[src/rtl/nucleotide_bit_packer_unit_macros.svh]
// ----------------------------------------------------------------------------
// nucleotide bit packer assertion macros
// shared concurrent assertion forms, clocked on i_clk, quiet during reset
// ----------------------------------------------------------------------------
`ifndef NUCLEOTIDE_BIT_PACKER_UNIT_MACROS_SVH
`define NUCLEOTIDE_BIT_PACKER_UNIT_MACROS_SVH

// same-cycle implication
`define NBP_ASSERT_SAME(label, ante, cons) \
    label: assert property (@(posedge i_clk) disable iff (!i_rst_n) (ante) |-> (cons)) \
        else $error("nbp assertion failed");

// next-cycle implication
`define NBP_ASSERT_NEXT(label, ante, cons) \
    label: assert property (@(posedge i_clk) disable iff (!i_rst_n) (ante) |=> (cons)) \
        else $error("nbp assertion failed");

`endif

[src/rtl/nbp_pkg.sv]
// ----------------------------------------------------------------------------
// nbp_pkg
// shared word types and constants of the nucleotide bit packer
// ----------------------------------------------------------------------------
package nbp_pkg;

    // kind codes of an input word
    localparam logic KIND_CHAR = 1'b0;
    localparam logic KIND_END  = 1'b1;

    // code_mode values
    localparam logic MODE_3BIT = 1'b0;
    localparam logic MODE_4BIT = 1'b1;

    // output queue
    localparam int unsigned FIFO_DEPTH = 4;
    localparam int unsigned FIFO_AW    = 2;

    typedef struct packed {
        logic       kind;
        logic [7:0] symbol;
    } t_in_word;

    typedef struct packed {
        logic [7:0] packed_byte;
        logic       last_byte;
    } t_out_word;

    // packer to output queue
    typedef struct packed {
        logic      push0;
        logic      push1;
        t_out_word word0;
        t_out_word word1;
    } t_pack_res;

endpackage

[src/rtl/nbp_encoder.sv]
// ----------------------------------------------------------------------------
// nbp_encoder
// maps a character or an end marker to a bit field in stream order
// ----------------------------------------------------------------------------
module nbp_encoder (
    input  logic             i_mode,
    input  nbp_pkg::t_in_word i_word,
    output logic [3:0]       o_field,
    output logic [2:0]       o_width
);

    logic [3:0] code;
    logic [3:0] digit;

    // ascii digits sit at 0x30..0x39, so the low nibble is the digit value
    assign digit = i_word.symbol[3:0];

    always_comb begin
        code    = 4'd0;
        o_width = 3'd0;
        if (i_word.kind == nbp_pkg::KIND_END) begin
            // terminator: 1,1,0 or 0,0,0,0
            if (i_mode == nbp_pkg::MODE_3BIT) begin
                code    = 4'd6;
                o_width = 3'd3;
            end else begin
                code    = 4'd0;
                o_width = 3'd4;
            end
        end else if (i_mode == nbp_pkg::MODE_3BIT) begin
            o_width = 3'd3;
            case (i_word.symbol)
                8'h41:   code = 4'd0;
                8'h43:   code = 4'd1;
                8'h47:   code = 4'd2;
                8'h54:   code = 4'd3;
                8'h4E:   code = 4'd4;
                8'h24:   code = 4'd5;
                default: o_width = 3'd0;
            endcase
        end else begin
            o_width = 3'd4;
            case (i_word.symbol)
                8'h41:   code = 4'd1;
                8'h43:   code = 4'd2;
                8'h47:   code = 4'd3;
                8'h54:   code = 4'd4;
                8'h4E:   code = 4'd5;
                default: begin
                    if (i_word.symbol >= 8'h30 && i_word.symbol <= 8'h39) begin
                        code = digit + 4'd6;
                    end else begin
                        o_width = 3'd0;
                    end
                end
            endcase
        end
    end

    // msb of the code goes first, so it lands at field bit 0
    always_comb begin
        if (o_width == 3'd4) begin
            o_field = {code[0], code[1], code[2], code[3]};
        end else begin
            o_field = {1'b0, code[0], code[1], code[2]};
        end
    end

endmodule

[src/rtl/nbp_packer.sv]
// ----------------------------------------------------------------------------
// nbp_packer
// holds the pending bits and turns one coded word into up to two bytes
// ----------------------------------------------------------------------------
module nbp_packer (
    input  logic              i_clk,
    input  logic              i_rst_n,
    input  logic              i_fire,
    input  logic              i_mode,
    input  nbp_pkg::t_in_word i_word,
    output nbp_pkg::t_pack_res o_res,
    output logic [2:0]        o_pend_cnt
);

    logic [6:0]  r_pend_bits;
    logic [2:0]  r_pend_cnt;
    logic [6:0]  n_pend_bits;
    logic [2:0]  n_pend_cnt;
    logic [3:0]  field;
    logic [2:0]  width;
    logic [10:0] acc;
    logic [3:0]  sum_cnt;

    nbp_encoder u_enc (
        .i_mode  (i_mode),
        .i_word  (i_word),
        .o_field (field),
        .o_width (width)
    );

    assign acc     = {4'd0, r_pend_bits} | ({7'd0, field} << r_pend_cnt);
    assign sum_cnt = {1'b0, r_pend_cnt} + {1'b0, width};

    always_comb begin
        o_res                   = '0;
        o_res.word0.packed_byte = acc[7:0];
        o_res.word1.packed_byte = {5'd0, acc[10:8]};
        o_res.word1.last_byte   = 1'b1;
        n_pend_bits             = r_pend_bits;
        n_pend_cnt              = r_pend_cnt;
        if (i_fire) begin
            if (i_word.kind == nbp_pkg::KIND_END) begin
                o_res.push0 = 1'b1;
                if (sum_cnt > 4'd8) begin
                    // spill: full byte then padded last byte
                    o_res.push1 = 1'b1;
                end else begin
                    o_res.word0.last_byte = 1'b1;
                end
                n_pend_bits = 7'd0;
                n_pend_cnt  = 3'd0;
            end else if (sum_cnt >= 4'd8) begin
                o_res.push0 = 1'b1;
                n_pend_bits = {4'd0, acc[10:8]};
                n_pend_cnt  = sum_cnt[2:0];
            end else begin
                n_pend_bits = acc[6:0];
                n_pend_cnt  = sum_cnt[2:0];
            end
        end
    end

    always_ff @(posedge i_clk) begin
        if (!i_rst_n) begin
            r_pend_bits <= 7'd0;
            r_pend_cnt  <= 3'd0;
        end else begin
            r_pend_bits <= n_pend_bits;
            r_pend_cnt  <= n_pend_cnt;
        end
    end

    assign o_pend_cnt = r_pend_cnt;

endmodule

[src/rtl/nbp_out_fifo.sv]
// ----------------------------------------------------------------------------
// nbp_out_fifo
// small result queue, takes up to two words a cycle and gives one
// ----------------------------------------------------------------------------
module nbp_out_fifo (
    input  logic               i_clk,
    input  logic               i_rst_n,
    input  nbp_pkg::t_pack_res i_res,
    input  logic               i_pop,
    output logic               o_valid,
    output nbp_pkg::t_out_word o_word,
    output logic [2:0]         o_count
);

    nbp_pkg::t_out_word r_mem [nbp_pkg::FIFO_DEPTH];

    logic [nbp_pkg::FIFO_AW-1:0] r_wr_ptr;
    logic [nbp_pkg::FIFO_AW-1:0] r_rd_ptr;
    logic [2:0]                  r_count;
    logic [nbp_pkg::FIFO_AW-1:0] n_wr_ptr;
    logic [nbp_pkg::FIFO_AW-1:0] n_rd_ptr;
    logic [2:0]                  n_count;
    logic [2:0]                  push_n;
    logic                        pop_ok;
    logic [nbp_pkg::FIFO_AW-1:0] wr_ptr1;

    assign pop_ok  = i_pop && (r_count != 3'd0);
    assign push_n  = {2'd0, i_res.push0} + {2'd0, i_res.push1};
    assign wr_ptr1 = r_wr_ptr + {{(nbp_pkg::FIFO_AW-1){1'b0}}, 1'b1};

    always_comb begin
        n_wr_ptr = r_wr_ptr + push_n[nbp_pkg::FIFO_AW-1:0];
        n_rd_ptr = r_rd_ptr + {{(nbp_pkg::FIFO_AW-1){1'b0}}, pop_ok};
        n_count  = r_count + push_n - {2'd0, pop_ok};
    end

    always_ff @(posedge i_clk) begin
        if (i_res.push0) begin
            r_mem[r_wr_ptr] <= i_res.word0;
        end
        if (i_res.push1) begin
            r_mem[wr_ptr1] <= i_res.word1;
        end
    end

    always_ff @(posedge i_clk) begin
        if (!i_rst_n) begin
            r_wr_ptr <= '0;
            r_rd_ptr <= '0;
            r_count  <= 3'd0;
        end else begin
            r_wr_ptr <= n_wr_ptr;
            r_rd_ptr <= n_rd_ptr;
            r_count  <= n_count;
        end
    end

    assign o_valid = (r_count != 3'd0);
    assign o_word  = r_mem[r_rd_ptr];
    assign o_count = r_count;

endmodule

[src/rtl/nucleotide_bit_packer_unit.sv]
// ----------------------------------------------------------------------------
// nucleotide_bit_packer_unit
// packs sequence characters into bytes with a three- or four-bit code
// ----------------------------------------------------------------------------
// one input word is taken every cycle while the result queue has room; a word
// is registered in the input stage, coded and packed when two queue slots are
// free, and its bytes go into the result queue, which drives the output.
// a character gives zero or one byte, an end word one or two, so the sustained
// rate of one word per cycle is set by the single-byte-per-cycle output port;
// only an end word whose terminator spills past a byte boundary gives a second
// byte, absorbed by the four-entry result queue. code_mode is sampled when a
// word is packed and must only be written while the unit is idle.
module nucleotide_bit_packer_unit (
    input  logic               i_clk,
    input  logic               i_rst_n,
    // input words
    input  logic               i_in_valid,
    output logic               o_in_ready,
    input  nbp_pkg::t_in_word  i_in_word,
    // packed bytes
    output logic               o_out_valid,
    input  logic               i_out_ready,
    output nbp_pkg::t_out_word o_out_word,
    // code_mode register
    input  logic               i_cfg_we,
    input  logic               i_cfg_wdata
);

    // mode register, reset to four-bit alphabet
    logic              r_mode;

    // input register stage
    logic              r_in_valid;
    nbp_pkg::t_in_word r_in_word;
    logic              in_take;

    // pack stage control
    logic              pack_fire;
    nbp_pkg::t_pack_res pack_res;
    logic [2:0]        pend_cnt;
    logic [2:0]        fifo_count;

    always_ff @(posedge i_clk) begin
        if (!i_rst_n) begin
            r_mode <= nbp_pkg::MODE_4BIT;
        end else if (i_cfg_we) begin
            r_mode <= i_cfg_wdata;
        end
    end

    // pack a staged word only when two queue slots are sure to be free
    assign pack_fire  = r_in_valid && (fifo_count <= 3'(nbp_pkg::FIFO_DEPTH - 2));
    // stage drains or is empty: take a new word the same cycle
    assign o_in_ready = !r_in_valid || pack_fire;
    assign in_take    = i_in_valid && o_in_ready;

    always_ff @(posedge i_clk) begin
        if (!i_rst_n) begin
            r_in_valid <= 1'b0;
        end else if (o_in_ready) begin
            r_in_valid <= i_in_valid;
        end
    end

    // payload needs no reset
    always_ff @(posedge i_clk) begin
        if (in_take) begin
            r_in_word <= i_in_word;
        end
    end

    nbp_packer u_packer (
        .i_clk      (i_clk),
        .i_rst_n    (i_rst_n),
        .i_fire     (pack_fire),
        .i_mode     (r_mode),
        .i_word     (r_in_word),
        .o_res      (pack_res),
        .o_pend_cnt (pend_cnt)
    );

    nbp_out_fifo u_fifo (
        .i_clk   (i_clk),
        .i_rst_n (i_rst_n),
        .i_res   (pack_res),
        .i_pop   (i_out_ready),
        .o_valid (o_out_valid),
        .o_word  (o_out_word),
        .o_count (fifo_count)
    );

`include "nucleotide_bit_packer_unit_macros.svh"

    // an end word always leaves the packer empty
`NBP_ASSERT_NEXT(a_end_clears, pack_fire && (r_in_word.kind == nbp_pkg::KIND_END), pend_cnt == 3'd0)
    // queue never overfills
`NBP_ASSERT_SAME(a_fifo_bound, 1'b1, fifo_count <= 3'(nbp_pkg::FIFO_DEPTH))
    // a stalled staged word is not dropped
`NBP_ASSERT_NEXT(a_stage_hold, r_in_valid && !pack_fire, r_in_valid && $stable(r_in_word))

endmodule
[config.mk]
export PLATFORM = sky130hd
export DESIGN_NAME = nucleotide_bit_packer_unit
export DESIGN_NICKNAME = d
export VERILOG_FILES = /design/src/rtl/nbp_pkg.sv /design/src/rtl/nbp_encoder.sv /design/src/rtl/nbp_packer.sv /design/src/rtl/nbp_out_fifo.sv /design/src/rtl/nucleotide_bit_packer_unit.sv
export VERILOG_INCLUDE_DIRS = /design/src /design/src/rtl
export SDC_FILE = /design/constraint.sdc
export NUM_CORES = 1
export LEC_CHECK = 0
export BUFFER_PORTS_ARGS = -buffer_cell sky130_fd_sc_hd__buf_2
export CAP_MARGIN = 10
export CORE_AREA = 5 5 90 92
export DETAILED_ROUTE_END_ITERATION = 8
export DIE_AREA = 0 0 95 97
export GPL_TIMING_DRIVEN = 0
export PLACE_DENSITY = 0.66
export SLEW_MARGIN = 0
export SYNTH_ARGS = -nofsm -noshare
export SYNTH_HDL_FRONTEND = slang
export SYNTH_SLANG_ARGS = --single-unit
export TNS_END_PERCENT = 100
[constraint.sdc]
create_clock -name i_clk -period 5.4 [get_ports i_clk]
set_input_delay 0.81 -clock i_clk [delete_from_list [all_inputs] [get_ports i_clk]]
set_output_delay 0.81 -clock i_clk [all_outputs]
set_load 0.02 [all_outputs]
==> impl_metrics.csv <==
group,metric,value,unit
critical_path,worstPathArrival,5000,ps
timing,fmax,0.210,GHz
global_route,overflow,0,
placed_design,dp.cells,459,
clocking,insertion_delay,330,ps
pwr,internal_power,890,uW
floorplan,fp-row-count,31,
logic_synthesis,syn_area,0.00351,mm^2
global_route,grt_usage,18.0,%
route,drc,0,
clocking,hold_buffers,0,
critical_path,cp_max_fo,10,
clocking,cts_buffer_depth,2,
critical_path,required,5630,ps
route,vias_per_cell,5.88,
floorplan,initial_core_util,49.1,%
timing,timing.setup.tns,0,ps
logic_synthesis,synthArstFlopShare,0,%
logic_synthesis,syn_nets,362,
clocking,cts.clk_slew.worst_paths,70,ps
logic_synthesis,synthesis.instances,335,
timing,rsz0062_at_grt,"false",
layout,final_cell_mix,"dfxtp_1 (43), buf_2 (28), inv_1 (24), nor2_1 (24), edfxtp_1 (21)",
clocking,clock-sinks,64,
layout,fin_cells,475,
route,dr.pass1.iters,4,
pwr,power,1.28,mW
hold_path,worstHoldPathType,"reg -> reg",
floorplan,dieArea,0.00922,mm^2
pwr,p_leak,1.50,nW
floorplan,ios,26,
logic_synthesis,post_synth.cell_area_avg,10.5,um^2
timing,min_period,4770,ps
logic_synthesis,ys_ff_latch,64,
clocking,ctsResizeCount,0,
layout,synthToLayoutAreaGrowth,12.4,%
timing,slew_headroom,47.1,%
logic_synthesis,netlist-cell-type-count,70,
layout,utilization,55.2,%
layout,drive_gt1_share,18.9,%
timing,slew_viol_final,0,
layout,fin_nets,398,
timing,tightest_slew,792,ps
placed_design,dp_hpwl,5.91,mm
layout,diodes,0,
outcome,outcome,"completed",
layout,final_common_cell,"dfxtp_1",
clocking,numCtsBuffers,9,
critical_path,path_class,"reg -> reg",
pwr,vdd_drop_max,0.000155,V
logic_synthesis,synth_flop_cell,"dfxtp_1",
clocking,clockRootBuffer,"clkbuf_8",
timing,fin_ws,632,ps
layout,nFillCells,678,
timing,finClkSkew,11.2,ps
timing,hold_ws,441,ps
pwr,pwr-share-clk,30.6,%
timing,fin_crit_sh,88.3,%
route,postRouteAntennaNets,0,
clocking,htreeDepth,3,
placed_design,dp_slack,697,ps
pwr,power.density,325,mW/mm^2
floorplan,die_w,95,um
layout,fin_area,0.00394,mm^2
placed_design,dpl-instance-area,0.00375,mm^2
clocking,cts_tree,"done",
logic_synthesis,synth_edf_count,21,
placed_design,numPortBuffers,25,
job,maxCapViolations,0,
floorplan,chipHeight,97,um
global_route,grt_pass1_vias,2697,
route,routedWlPerCell,16.6,um
route,vias,2792,
pwr,seq_power_share,44.0,%
placed_design,place.gp.congestion,0.919,
timing,hold_viol_final,0,
critical_path,start_kind,"flip-flop",
pwr,comb_power_share,25.3,%
floorplan,core,0.00714,mm^2
timing,setup_viol,0,
route,first_iter_violations,123,
critical_path,cp-end-kind,"flip-flop",
logic_synthesis,ys_seq_area_share,42.5,%
pwr,switching_share,30.5,%
global_route,antenna_found_initial,0,
global_route,grt_max_degree,12,
logic_synthesis,ys_warn_count,0,
global_route,grt_pass1_wl,13.2,mm
route,wirelength,7.87,mm
pwr,power.switching,390,uW
clocking,postCtsSetupRepairBufs,0,
==> layout make-up <==
type / instances / area [um^2] / area share, %
buffer: 18 / 82.6 / 2.10
timing repair buffer: 25 / 125 / 3.17
sequential: 64 / 1490 / 37.8
clock inverter: 6 / 58.8 / 1.49
clock buffer: 10 / 128 / 3.24
inverter: 24 / 90.1 / 2.29
multi-input combinational: 229 / 1840 / 46.7
tap: 99 / 124 / 3.14
==> power by group through the flow <==
stage	logic [mW]	registers (mW)	clock network, mW
after global placement	0.320	0.571	0
after global routing	0.358	0.569	0.424
after CTS	0.327	0.563	0.402
final	0.324	0.563	0.392
after detailed placement	0.326	0.574	0
after floorplan	0.251	0.566	0
==> cell usage after synthesis, types with 3 or more instances <==
library cell / instances / area [um^2]
a211oi_1: 4 / 30.0
a21o_1: 4 / 30.0
a21oi_1: 11 / 55.1
a22o_1: 9 / 78.8
a31oi_1: 5 / 31.3
a32o_1: 8 / 80.1
and2_1: 10 / 62.6
and3_1: 3 / 18.8
buf_2: 3 / 15.0
clkbuf_1: 11 / 41.3
dfxtp_1: 43 / 861
edfxtp_1: 21 / 631
ha_1: 10 / 125
inv_1: 24 / 90.1
mux4_2: 9 / 203
nand2_1: 13 / 48.8
nand2b_1: 6 / 37.5
nand3_1: 10 / 50.1
nand3b_1: 3 / 22.5
nand4_1: 3 / 18.8
nor2_1: 24 / 90.1
nor2b_1: 6 / 37.5
nor3_1: 6 / 30.0
nor3b_1: 3 / 22.5
nor4_1: 3 / 18.8
o2111ai_1: 3 / 26.3
o22a_1: 3 / 26.3
o22ai_1: 4 / 25.0
o2bb2ai_1: 4 / 35.0
or2_2: 4 / 25.0
or3b_1: 4 / 35.0
xnor2_1: 5 / 43.8
xor2_1: 4 / 35.0
==> metal layers <==
layer / vias up / share of wire, % / track usage [%]
li1: 1353 / - / -
met1: 1351 / 44 / 22.9
met2: 71 / 49 / 29.8
met3: 17 / 4.7 / 3.88
met4: 0 / 2.1 / 6.33
met5: - / 0 / 0
==> critical path, stage by stage, from the launching register on <==
cell	delay [ps]
edfxtp_1	440
buf_1	260
and4b_1	260
or4_1	570
a21oi_1	170
nor2_1	100
ha_1	310
a21o_1	190
a21oi_1	420
a21o_1	370
inv_1	170
ha_1	260
inv_1	70
ha_1	240
fa_1	430
xor2_1	160
xnor2_1	120
and2_1	150
==> cell families (layout without fill, tap and decap cells) <==
logic type / count (synthesis) / in the layout / share of synthesized area [%]
buffers and inverters: 42 / 83 / 4.93
adder cells (fa/ha/maj): 12 / 12 / 4.71
AND/OR/NAND/NOR: 107 / 107 / 17.4
AO/OA/AOI/OAI: 89 / 89 / 21.5
flip-flops: 64 / 64 / 42.5
XOR/XNOR: 9 / 9 / 2.25
multiplexers: 12 / 12 / 6.67
==> flip-flops by register name (all words and copies together), names as in the netlist <==
register	count
r_in_valid	1
r_in_word	9
r_mode	1
u_fifo.o_count	3
u_fifo.r_mem	36
u_fifo.r_rd_ptr	2
u_fifo.r_wr_ptr	2
u_packer.o_pend_cnt	3
u_packer.r_pend_bits	7
==> worst paths after layout <==
| kind | startpoint | endpoint | slack, ps | depth (start not counted) |
|---|---|---|---|---|
| worst min-delay path | u_fifo.r_mem[3][0] | u_fifo.r_mem[3][0] | 440 | 2 |
| worst max register to register | r_in_word[1] | u_fifo.o_count[2] | 630 | 17 |
| worst min register to register | u_fifo.r_mem[3][0] | u_fifo.r_mem[3][0] | 440 | 2 |
| worst max-delay path | r_in_word[1] | u_fifo.o_count[2] | 630 | 17 |
Note: power is estimated with default switching activity, not from simulation.
